`config.mk`:
```
export PLATFORM = sky130hd
export DESIGN_NAME = erlang_c_queue_metrics
export DESIGN_NICKNAME = d
export VERILOG_FILES = /design/src/rtl/core/ecq_pkg.sv /design/src/rtl/core/ecq_div.sv /design/src/rtl/core/ecq_ctrl.sv /design/src/rtl/core/erlang_c_queue_metrics.sv
export SDC_FILE = /design/constraint.sdc
export NUM_CORES = 2
export LEC_CHECK = 0
export BUFFER_PORTS_ARGS = -buffer_cell sky130_fd_sc_hd__buf_2
export CORE_ASPECT_RATIO = 1.1
export CORE_MARGIN = 10
export CORE_UTILIZATION = 40
export CTS_CLUSTER_DIAMETER = 80
export DETAILED_ROUTE_END_ITERATION = 10
export SLEW_MARGIN = 20
export SYNTH_ARGS = -nofsm -noshare
export SYNTH_HDL_FRONTEND = slang
export SYNTH_SLANG_ARGS = --single-unit
```
`constraint.sdc`:
```
create_clock -name clk -period 11.8 [get_ports clk]
set_input_delay 2.95 -clock clk [delete_from_list [all_inputs] [get_ports clk]]
set_output_delay 2.95 -clock clk [all_outputs]
set_load 0.1 [all_outputs]
```
`src/rtl/core/ecq_pkg.sv`:
```
// shared types and constants for the erlang-c queue metrics block
package ecq_pkg;

  localparam int MAX_SERVERS = 64;
  localparam int FRAC_BITS   = 16;
  localparam int BW          = FRAC_BITS + 1;   // b, cq and 1.0 in internal format
  localparam int CMW         = 38;              // c*mu, c up to 64, mu 32 bits
  localparam int TW          = 50;              // a*B term of the erlang-b step
  localparam int DW          = 66;              // dividend and quotient width
  localparam int VW          = 51;              // divisor width
  localparam int CNTW        = $clog2(DW + 1);
  localparam int PW          = CMW + BW;        // shared multiplier product width

  localparam logic [BW-1:0] ONE = BW'(1) << FRAC_BITS;

  typedef struct packed {
    logic [31:0] arrival_rate;
    logic [31:0] service_rate;
    logic [6:0]  server_count;
  } in_t;

  typedef struct packed {
    logic        valid_res;
    logic        saturated;
    logic [16:0] wait_probability;
    logic [15:0] utilization;
    logic [31:0] mean_wait;
    logic [31:0] mean_queue_length;
    logic [31:0] mean_sojourn;
  } out_t;

  typedef struct packed {
    logic          start;
    logic [DW-1:0] dividend;
    logic [VW-1:0] divisor;
  } div_req_t;

  typedef struct packed {
    logic          done;
    logic [DW-1:0] quotient;
  } div_rsp_t;

  typedef enum logic [11:0] {
    ST_IDLE  = 12'b0000_0000_0001,
    ST_CHECK = 12'b0000_0000_0010,
    ST_CMP   = 12'b0000_0000_0100,
    ST_BT    = 12'b0000_0000_1000,
    ST_BB    = 12'b0000_0001_0000,
    ST_X     = 12'b0000_0010_0000,
    ST_CQ    = 12'b0000_0100_0000,
    ST_WQ    = 12'b0000_1000_0000,
    ST_LQ    = 12'b0001_0000_0000,
    ST_INV   = 12'b0010_0000_0000,
    ST_UT    = 12'b0100_0000_0000,
    ST_OUT   = 12'b1000_0000_0000
  } state_t;

endpackage

```
`src/rtl/core/ecq_div.sv`:
```
// shared restoring divider, one quotient bit per cycle
module ecq_div (
  input  logic              clk,
  input  logic              rst,
  input  ecq_pkg::div_req_t req,
  output ecq_pkg::div_rsp_t rsp
);

  logic [ecq_pkg::DW-1:0]   acc;
  logic [ecq_pkg::VW-1:0]   rem;
  logic [ecq_pkg::VW-1:0]   dvs;
  logic [ecq_pkg::CNTW-1:0] cnt;
  logic                     busy;
  logic                     done;
  logic [ecq_pkg::VW:0]     trial;
  logic [ecq_pkg::VW:0]     diff;
  logic                     fits;

  assign trial = {rem, acc[ecq_pkg::DW-1]};
  assign diff  = trial - {1'b0, dvs};
  assign fits  = trial >= {1'b0, dvs};

  always_ff @(posedge clk) begin
    if (rst) begin
      busy <= 1'b0;
      done <= 1'b0;
      cnt  <= '0;
    end else begin
      done <= 1'b0;
      if (!busy && req.start) begin
        busy <= 1'b1;
        cnt  <= ecq_pkg::CNTW'(ecq_pkg::DW);
      end else if (busy) begin
        cnt <= cnt - 1'b1;
        if (cnt == ecq_pkg::CNTW'(1)) begin
          busy <= 1'b0;
          done <= 1'b1;
        end
      end
    end
  end

  // quotient bits shift in at the bottom as dividend bits leave the top
  always_ff @(posedge clk) begin
    if (!busy && req.start) begin
      acc <= req.dividend;
      dvs <= req.divisor;
      rem <= '0;
    end else if (busy) begin
      acc <= {acc[ecq_pkg::DW-2:0], fits};
      rem <= fits ? diff[ecq_pkg::VW-1:0] : trial[ecq_pkg::VW-1:0];
    end
  end

  assign rsp.done     = done;
  assign rsp.quotient = acc;

endmodule

```
`src/rtl/core/ecq_ctrl.sv`:
```
// sequencer: erlang-b recursion and final metrics on the shared divider and multiplier
module ecq_ctrl (
  input  logic           clk,
  input  logic           rst,
  input  logic           start,
  input  ecq_pkg::in_t   item,
  output logic           idle,
  output logic           res_valid,
  input  logic           res_ready,
  output ecq_pkg::out_t  res
);

  ecq_pkg::state_t state;

  logic [31:0]              lam;
  logic [31:0]              mu;
  logic [6:0]               c;
  logic [6:0]               k;
  logic [ecq_pkg::CMW-1:0]  cm;
  logic [ecq_pkg::BW-1:0]   b;
  logic [ecq_pkg::TW-1:0]   t;
  logic [31:0]              x;
  logic [ecq_pkg::BW-1:0]   cq;
  logic [32:0]              wq;
  logic [31:0]              lq;
  logic                     lq_sat;
  logic [32:0]              inv;
  logic [15:0]              util;
  logic                     ok;
  logic                     issued;

  logic [ecq_pkg::CMW-1:0]  mul_a;
  logic [ecq_pkg::BW-1:0]   mul_b;
  logic [ecq_pkg::PW-1:0]   prod;
  logic [ecq_pkg::CMW-1:0]  dstab;
  logic [33:0]              soj;
  logic                     is_div;

  ecq_pkg::div_req_t req;
  ecq_pkg::div_rsp_t rsp;

  ecq_div u_div (
    .clk (clk),
    .rst (rst),
    .req (req),
    .rsp (rsp)
  );

  assign dstab = cm - ecq_pkg::CMW'(lam);
  assign prod  = mul_a * mul_b;

  always_comb begin
    mul_a        = ecq_pkg::CMW'(lam);
    mul_b        = b;
    req.start    = is_div && !issued;
    req.dividend = ecq_pkg::DW'(prod);
    req.divisor  = ecq_pkg::VW'(mu);
    case (state)
      ecq_pkg::ST_CHECK: begin
        mul_a = ecq_pkg::CMW'(mu);
        mul_b = ecq_pkg::BW'(c);
      end
      ecq_pkg::ST_BB: begin
        req.dividend = ecq_pkg::DW'({t, {ecq_pkg::FRAC_BITS{1'b0}}});
        req.divisor  = ecq_pkg::VW'({k, {ecq_pkg::FRAC_BITS{1'b0}}}) + ecq_pkg::VW'(t);
      end
      ecq_pkg::ST_X: mul_b = ecq_pkg::ONE - b;
      ecq_pkg::ST_CQ: begin
        mul_a       = cm;
        req.divisor = ecq_pkg::VW'(cm - ecq_pkg::CMW'(x));
      end
      ecq_pkg::ST_WQ: begin
        req.dividend = ecq_pkg::DW'({cq, {ecq_pkg::FRAC_BITS{1'b0}}});
        req.divisor  = ecq_pkg::VW'(dstab);
      end
      ecq_pkg::ST_LQ: begin
        mul_b       = cq;
        req.divisor = ecq_pkg::VW'(dstab);
      end
      ecq_pkg::ST_INV: req.dividend = {{(ecq_pkg::DW-33){1'b0}}, 1'b1, 32'b0};
      ecq_pkg::ST_UT: begin
        req.dividend = ecq_pkg::DW'({lam, 16'b0});
        req.divisor  = ecq_pkg::VW'(cm);
      end
      default: ;
    endcase
  end

  always_comb begin
    is_div = state inside {ecq_pkg::ST_BT, ecq_pkg::ST_BB, ecq_pkg::ST_CQ, ecq_pkg::ST_WQ,
                           ecq_pkg::ST_LQ, ecq_pkg::ST_INV, ecq_pkg::ST_UT};
  end

  always_ff @(posedge clk) begin
    if (rst) begin
      state  <= ecq_pkg::ST_IDLE;
      issued <= 1'b0;
    end else begin
      if (is_div && !issued) begin
        issued <= 1'b1;
      end else if (rsp.done) begin
        issued <= 1'b0;
      end
      case (state)
        ecq_pkg::ST_IDLE:  if (start) state <= ecq_pkg::ST_CHECK;
        ecq_pkg::ST_CHECK: begin
          if (lam == '0 || mu == '0 || c == '0 || c > 7'(ecq_pkg::MAX_SERVERS)) begin
            state <= ecq_pkg::ST_OUT;
          end else begin
            state <= ecq_pkg::ST_CMP;
          end
        end
        ecq_pkg::ST_CMP:   state <= (ecq_pkg::CMW'(lam) >= cm) ? ecq_pkg::ST_OUT
                                                               : ecq_pkg::ST_BT;
        ecq_pkg::ST_BT:    if (rsp.done) state <= ecq_pkg::ST_BB;
        ecq_pkg::ST_BB:    if (rsp.done) state <= (k == c) ? ecq_pkg::ST_X : ecq_pkg::ST_BT;
        ecq_pkg::ST_X:     state <= ecq_pkg::ST_CQ;
        ecq_pkg::ST_CQ:    if (rsp.done) state <= ecq_pkg::ST_WQ;
        ecq_pkg::ST_WQ:    if (rsp.done) state <= ecq_pkg::ST_LQ;
        ecq_pkg::ST_LQ:    if (rsp.done) state <= ecq_pkg::ST_INV;
        ecq_pkg::ST_INV:   if (rsp.done) state <= ecq_pkg::ST_UT;
        ecq_pkg::ST_UT:    if (rsp.done) state <= ecq_pkg::ST_OUT;
        ecq_pkg::ST_OUT:   if (res_ready) state <= ecq_pkg::ST_IDLE;
        default:           state <= ecq_pkg::ST_IDLE;
      endcase
    end
  end

  always_ff @(posedge clk) begin
    case (state)
      ecq_pkg::ST_IDLE: begin
        lam <= item.arrival_rate;
        mu  <= item.service_rate;
        c   <= item.server_count;
        ok  <= 1'b0;
      end
      ecq_pkg::ST_CHECK: cm <= prod[ecq_pkg::CMW-1:0];
      ecq_pkg::ST_CMP: begin
        ok <= ecq_pkg::CMW'(lam) < cm;
        b  <= ecq_pkg::ONE;
        k  <= 7'd1;
      end
      ecq_pkg::ST_BT: if (rsp.done) t <= rsp.quotient[ecq_pkg::TW-1:0];
      ecq_pkg::ST_BB: begin
        if (rsp.done) begin
          b <= rsp.quotient[ecq_pkg::BW-1:0];
          k <= k + 1'b1;
        end
      end
      ecq_pkg::ST_X: x <= 32'(prod >> ecq_pkg::FRAC_BITS);
      ecq_pkg::ST_CQ: begin
        // rounding can push C past one
        if (rsp.done) begin
          cq <= (rsp.quotient > ecq_pkg::DW'(ecq_pkg::ONE)) ? ecq_pkg::ONE
                                                            : rsp.quotient[ecq_pkg::BW-1:0];
        end
      end
      ecq_pkg::ST_WQ: if (rsp.done) wq <= rsp.quotient[32:0];
      ecq_pkg::ST_LQ: begin
        if (rsp.done) begin
          lq_sat <= rsp.quotient > ecq_pkg::DW'(32'hFFFF_FFFF);
          lq     <= (rsp.quotient > ecq_pkg::DW'(32'hFFFF_FFFF)) ? 32'hFFFF_FFFF
                                                                  : rsp.quotient[31:0];
        end
      end
      ecq_pkg::ST_INV: if (rsp.done) inv <= rsp.quotient[32:0];
      ecq_pkg::ST_UT:  if (rsp.done) util <= rsp.quotient[15:0];
      default: ;
    endcase
  end

  assign idle      = state == ecq_pkg::ST_IDLE;
  assign res_valid = state == ecq_pkg::ST_OUT;
  assign soj       = 34'(wq) + 34'(inv);

  always_comb begin
    res = '0;
    if (ok) begin
      res.valid_res         = 1'b1;
      res.saturated         = lq_sat || wq[32] || (soj > 34'h0_FFFF_FFFF);
      res.wait_probability  = cq;
      res.utilization       = util;
      res.mean_wait         = wq[32] ? 32'hFFFF_FFFF : wq[31:0];
      res.mean_queue_length = lq;
      res.mean_sojourn      = (soj > 34'h0_FFFF_FFFF) ? 32'hFFFF_FFFF : soj[31:0];
    end
  end

endmodule

```
`src/rtl/core/erlang_c_queue_metrics.sv`:
```
// top level: input capture, sequencer and output register
// M/M/c queue metrics from arrival rate, service rate and server count.
// in channel (in_valid/in_ready/in_data) takes one transaction holding lambda and
// mu in Q16.16 and the server count c; out channel (out_valid/out_ready/out_data)
// returns one transaction per input with rho, Erlang-C probability, Wq, Lq and W.
// in_ready is high only while the sequencer is idle; one item at a time is worked.
// each division goes through one shared bit-serial divider, one quotient bit per cycle.
// an invalid item returns without any division, and so does an unstable one.
// the erlang-b recursion runs c steps of two divisions each, then five more
// divisions give C, Wq, Lq, 1/mu and rho.
// the finished result sits in an output register, so a new item is taken while
// the previous result waits; if the receiver stalls with the register full,
// the sequencer holds its next result until the register frees.
// reset (rst, synchronous) empties the output register and idles the sequencer.
module erlang_c_queue_metrics (
  input  logic          clk,
  input  logic          rst,
  input  logic          in_valid,
  output logic          in_ready,
  input  ecq_pkg::in_t  in_data,
  output logic          out_valid,
  input  logic          out_ready,
  output ecq_pkg::out_t out_data
);

  logic          idle;
  logic          res_valid;
  logic          res_ready;
  ecq_pkg::out_t res;

  ecq_ctrl u_ctrl (
    .clk       (clk),
    .rst       (rst),
    .start     (in_valid && in_ready),
    .item      (in_data),
    .idle      (idle),
    .res_valid (res_valid),
    .res_ready (res_ready),
    .res       (res)
  );

  assign in_ready  = idle;
  assign res_ready = !out_valid || out_ready;

  always_ff @(posedge clk) begin
    if (rst) begin
      out_valid <= 1'b0;
    end else if (res_ready) begin
      out_valid <= res_valid;
    end
  end

  always_ff @(posedge clk) begin
    if (res_ready && res_valid) out_data <= res;
  end

endmodule

```
=== Word level (Yosys, flattened, before mapping) ===
Cells that the tools add are included.

* Add/subtract/negate cells: 8
* Bitwise operators: 1
* Reductions and logical operators: 32
* Eq/ne operators: 23
* Order comparisons: 7
* Mux-type cells: 36
* $mul: 1

{| class="wikitable"
|+ Operators with widths
! operator !! count
|-
| $pmux 66 s4 || 1
|-
| $pmux 51 s4 || 1
|-
| $pmux 12 s12 || 1
|-
| $mux 12 || 11
|-
| $mux 66 || 2
|-
| $mux 131 || 1
|-
| $pmux 38 s2 || 1
|-
| $gt 66x17->1 const B || 1
|-
| $gt 66x32->1 const B || 1
|-
| $logic_not 32->1 || 2
|-
| $mux 32 || 2
|-
| $mul 38x17->55 || 1
|-
| $ge 52x51->1 || 1
|-
| $add 23x50->51 || 1
|-
| $mux 51 || 1
|-
| $pmux 17 s3 || 1
|-
| $sub 51x51->51 || 1
|-
| $sub 38x32->39 || 1
|-
| $ge 32x38->1 || 1
|-
| $lt 32x38->1 || 1
|-
| $sub 38x32->38 || 1
|-
| $add 33x33->34 || 1
|-
| $gt 34x32->1 const B || 1
|-
| $pmux 17 s2 || 1
|-
| 37 further kinds || 71
|}

* Input port bits: 75
* Flip-flop bits (word level): 670

=== Logic depth before layout (Yosys ltp) ===
* Depth in word-level cells: 6
* Depth in mapped cells: 37
* Gate-level depth less buffers: 32

=== Cells and area by module ===
From an unflattened synthesis, not the netlist that was laid out.

* Cells, all modules: 5691
* Area, all modules: 56422.9 um^2

{| class="wikitable"
|+ Modules (own cells, without submodules)
! module !! cells an instance !! instances !! area an instance (um^2)
|-
| ecq_ctrl || 4617 || 1 || 42643.4
|-
| ecq_div || 937 || 1 || 9784.4
|-
| erlang_c_queue_metrics || 137 || 1 || 3995.1
|}

=== Worst setup path after synthesis ===
No wires, ideal clock.

* Path type: flip-flop to flip-flop
* From: reg u_ctrl.state[3]
* To: reg u_ctrl.u_div.acc[49] in the netlist's numbering, data pin
* Path buffers: 4
* Cell stages (with the launch flop): 31
* Setup slack: 2.168 ns
* Data arrival time: 9.370 ns
* Path through: dfxtp_1 clkbuf_1 nor4_1 nand3_1 nor3b_2 clkbuf_1 buf_1 a22oi_1 nand2_1 clkbuf_1 nand2_1 fa_1 fa_1 inv_1 fa_1 fa_1 fa_1 inv_1 fa_1 inv_1 ha_1 a21o_1 a21o_1 a221oi_1 o21ai_0 a31oi_1 o21bai_1 a221o_1 a31oi_1 xor2_1 o21ai_0

* Cells in the longest elaborated chain, start to end: 5

{| class="wikitable"
|+ RTL lines
! item !! RTL line !! RTL
|-
| start, declared || ecq_ctrl.sv:13 || <nowiki>ecq_pkg::state_t state;</nowiki>
|-
| start signal, assigned || ecq_ctrl.sv:96 || <nowiki>state <= ecq_pkg::ST_IDLE;</nowiki>
|-
| start signal, assigned || ecq_ctrl.sv:105 || <nowiki>ecq_pkg::ST_IDLE: if (start) state <= ecq_pkg::ST_CHECK;</nowiki>
|-
| start signal, assigned || ecq_ctrl.sv:108 || <nowiki>state <= ecq_pkg::ST_OUT;</nowiki>
|-
| $eq 12x9->1 (tied with other cells) || ecq_ctrl.sv:58, ecq_ctrl.sv:90 ||
|-
| $pmux 17 s3 (tied with other cells) || ecq_ctrl.sv:58 || <nowiki>case (state)</nowiki>
|-
| $mul 38x17->55 or $logic_and 1x1->1 (tied branches) || ecq_ctrl.sv:50, ecq_ctrl.sv:55 ||
|-
| $pmux 66 s4 or $logic_and 1x1->1 (tied branches) || ecq_ctrl.sv:58, ecq_div.sv:45 ||
|-
| $mux 66 * || ecq_div.sv:45 || <nowiki>if (!busy && req.start) begin</nowiki>
|-
| end signal, assigned || ecq_div.sv:46 || <nowiki>acc <= req.dividend;</nowiki>
|-
| end signal, assigned || ecq_div.sv:50 || <nowiki>acc <= {acc[ecq_pkg::DW-2:0], fits};</nowiki>
|-
| end, declared || ecq_div.sv:9 || <nowiki>logic [ecq_pkg::DW-1:0] acc;</nowiki>
|}

Mark *: on every way between the ends. The rest lies on a longest branch, timed or not.
A chain may end at the register's enable or synchronous reset.

=== Final worst setup path ===
* From: reg u_ctrl.b[2] in the netlist's numbering
* To: reg u_ctrl.u_div.acc[49] in the netlist's numbering, data pin

* Cells in the longest elaborated chain, start to end: 5

{| class="wikitable"
|+ RTL lines
! item !! RTL line !! RTL
|-
| start, declared || ecq_ctrl.sv:20 || <nowiki>logic [ecq_pkg::BW-1:0] b;</nowiki>
|-
| start signal, assigned || ecq_ctrl.sv:140 || <nowiki>b <= ecq_pkg::ONE;</nowiki>
|-
| start signal, assigned || ecq_ctrl.sv:146 || <nowiki>b <= rsp.quotient[ecq_pkg::BW-1:0];</nowiki>
|-
| $sub 17x17->17 || ecq_ctrl.sv:67 || <nowiki>ecq_pkg::ST_X: mul_b = ecq_pkg::ONE - b;</nowiki>
|-
| $pmux 17 s3 * || ecq_ctrl.sv:58 ||
|-
| $mul 38x17->55 * || ecq_ctrl.sv:50 || <nowiki>assign prod = mul_a * mul_b;</nowiki>
|-
| $pmux 66 s4 * || ecq_ctrl.sv:58 ||
|-
| $mux 66 * || ecq_div.sv:45 ||
|}

Marked as above.

==> results.toml <==
[synth]
synth-simple-area-share_pct = 14.6
synthFlopType = "edfxtp_1"
ys_seq_elements = 670
synth.area.top_cells = "edfxtp_1, fa_1, ha_1, inv_1, nand2_1"
ys_seq_area_share_pct = 34.4
netlist_area_mm2 = 0.0564
synth_top_area_share_pct = 31.7
synth_cells = 5854
synth.distinct_cells = 82
async_flop_share_pct = 0
synthAdderAreaFrac_pct = 25.7
synth_compound_area_share_pct = 13.9
synth_mux_area_share_pct = 0.377
syn_nets = 6761
synth_top_family_by_area = "adder cells"
yosys_warnings = 0
synth.avg_cell_area_um2 = 9.63
synth_enable_flop_cells = 596
synth_largest_area_cell = "edfxtp_1"
yosys.area_share.xor_xnor_pct = 3.40

[route]
routed_via_density = 5.70
vias = 44700
routed_wl_um = 196000
drtIter0Drc = 4395
detail-route-antenna-nets = 0
drc_errors = 0
dr.pass1.iters = 7
wl_per_cell_um = 25.0

[finish]
multi_input_area_mm2 = 0.0328
drive_gt1_share_pct = 7.85
nets = 6859
layout_commonest_cell = "inv_1"
final_cell_mix = "inv_1, nand2_1, edfxtp_1, fa_1, nor2_1"
fillCellCount = 13500
fin_area_mm2 = 0.0621
stdcell_count = 7843
seqCellArea_mm2 = 0.0194
synthToLayoutAreaGrowth_pct = 10.1

[job]
max_cap_violations = 0

[clocking]
cts_buffer_depth = 3
ctsResizeCount = 0
clock_latency_ns = 0.70
post-cts-setup-buffers = 0
cts_root_buffer = "clkbuf_16"
path_clk_slew_ns = 0.06
cts.sinks = 670
cts_tree = "built"
hold_buffers = 0
cts_buffers = 77
htreeDepth = 3

[timing]
final-max-slew-violation-count = 0
finalCritPeriodShare_pct = 88.3
min_period_ns = 10.42
fmax_mhz = 96.0
slew_headroom_pct = 18.1
rsz0062_at_grt = "false"
finalSetupViolCount = 0
setup_tns_ns = 0
finClkSkew_ns = 0.0469
whs_ns = 0.471
hold_viol_final = 0
max_slew.worst_pin.slew_ns = 1.22

[die]
die_x_um = 378
start_util_pct = 40.2
die_h_um = 414
fp-row-count = 144
core_mm2 = 0.140
ios = 208
die_area_mm2 = 0.156

[placed_design]
dpl.hpwl_um = 152000
placed_area_mm2 = 0.0595
dp_cells = 7698
numPortBuffers = 207
gp_congestion = 0.973

[global_routing]
grtUsageTotal_pct = 24.8
grt_max_degree = 111
grt_pass1_wl_um = 293000
first_global_vias = 45500
antenna_found_initial = 4
grt.overflow.total = 0

[worst_setup_path]
r2r-end = "u_ctrl.u_div.acc[49]"
critPathArrivalTime_ns = 10.83
start_kind = "flip-flop"
critPathBufInv = 5
slowest_stage = "a31oi_1"
path_common_cell = "fa_1"
rrSetupSlack_ns = 1.38
crit_type = "reg2reg"
crit_required_ns = 12.22
r2r_start = "u_ctrl.b[2]"
worstPathMaxFanout = 12
cpPeakStageDelay_ns = 0.59
rr_worst_depth = 32
end_kind = "flip-flop"
crit_family = "adder cells"

[min_path]
holdPathStages = 1
min_to = "u_ctrl.u_div.cnt[6]"
hold_start = "u_ctrl.u_div.cnt[6]"
hold_class = "reg2reg"

[run_status]
status = "finished clean"
[worst max-delay path by stage]
stage | from | endpoint | depth (start not counted)
final | u_ctrl.b[2] | u_ctrl.u_div.acc[49] | 32
after global routing | u_ctrl.state[3] | u_ctrl.u_div.acc[49] | 30
after CTS | u_ctrl.state[3] | u_ctrl.u_div.acc[49] | 30
after detailed placement | u_ctrl.state[3] | u_ctrl.u_div.acc[49] | 30
after global placement | u_ctrl.state[3] | u_ctrl.u_div.acc[49] | 30
after floorplan | u_ctrl.state[3] | u_ctrl.u_div.acc[49] | 30
[synthesized netlist by cell type (all sizes together) (33+ instances only)]
cell and count:
ha 288, nand2 822, nand2b 64, a222oi 41, nor4 53, clkbuf 250
o21bai 38, inv 862, a22oi 44, dfxtp 74, a211oi 33, nand4 56
o311ai 34, xnor2 127, a21o 129, o21a 104, nor2 353, and2 149
fa 544, a31oi 35, edfxtp 596, nand3 112, and3 40, a21oi 279
o21ai 212, xor2 92, nor3 58
[worst reg2reg max path: cells and delay by family (launching register included)]
kind	cells	cell delay [ns]
XOR/XNOR	1	0.18
adder cells (fa/ha/maj)	7	3.51
AO/OA/AOI/OAI	11	2.82
buffers and inverters	5	0.64
AND/OR/NAND/NOR	8	2.47
flip-flops	1	0.51
[cell families (layout without fill, tap and decap cells)]
kind of cell / Yosys count / in the layout
AND/OR/NAND/NOR: 1804 / 1804
XOR/XNOR: 219 / 219
other: 0 / 3
adder cells (fa/ha/maj): 832 / 832
multiplexers: 21 / 21
flip-flops: 670 / 670
buffers and inverters: 1140 / 1301
AO/OA/AOI/OAI: 1168 / 1168
[layout make-up]
type | instances | share of cell area [%]
sequential | 670 | 31.2
clock inverter | 50 | 0.959
tap | 1825 | 3.68
inverter | 862 | 5.22
multi-input combinational | 4044 | 52.9
antenna | 3 | 0.0121
clock buffer | 92 | 3.19
timing repair buffer | 297 | 2.82
[registers in the layout, summed over array words and instances, names as in the netlist, 32 cells and up]
| signal | flops |
|---|---|
| u_ctrl.mu | 32 |
| u_ctrl.t | 50 |
| u_ctrl.u_div.rem | 51 |
| u_ctrl.u_div.acc | 66 |
| u_ctrl.inv | 33 |
| u_ctrl.lam | 32 |
| out_data | 131 |
| u_ctrl.u_div.dvs | 51 |
| u_ctrl.cm | 38 |
| u_ctrl.x | 32 |
| u_ctrl.lq | 32 |
| u_ctrl.wq | 33 |
[layer usage]
layer	vias to the layer above	GRT usage, %	share of wire (%)
li1	20000	-	-
met1	22400	32.8	41
met2	1979	39.9	46
met3	354	4.59	8.9
met4	4	10.1	4.6
met5	-	0	0.012
[stage by stage]
step	setup WS, ns	utilization (%)
finish	1.38	44.3
floorplan	2.17	-
global route	0.815	44.3
CTS	1.46	44.3
detailed placement	1.50	42.4
global placement	1.57	42.4
Power is not shown: default switching activity piles up to over one toggle a cycle in this logic, so the estimate is an artifact.
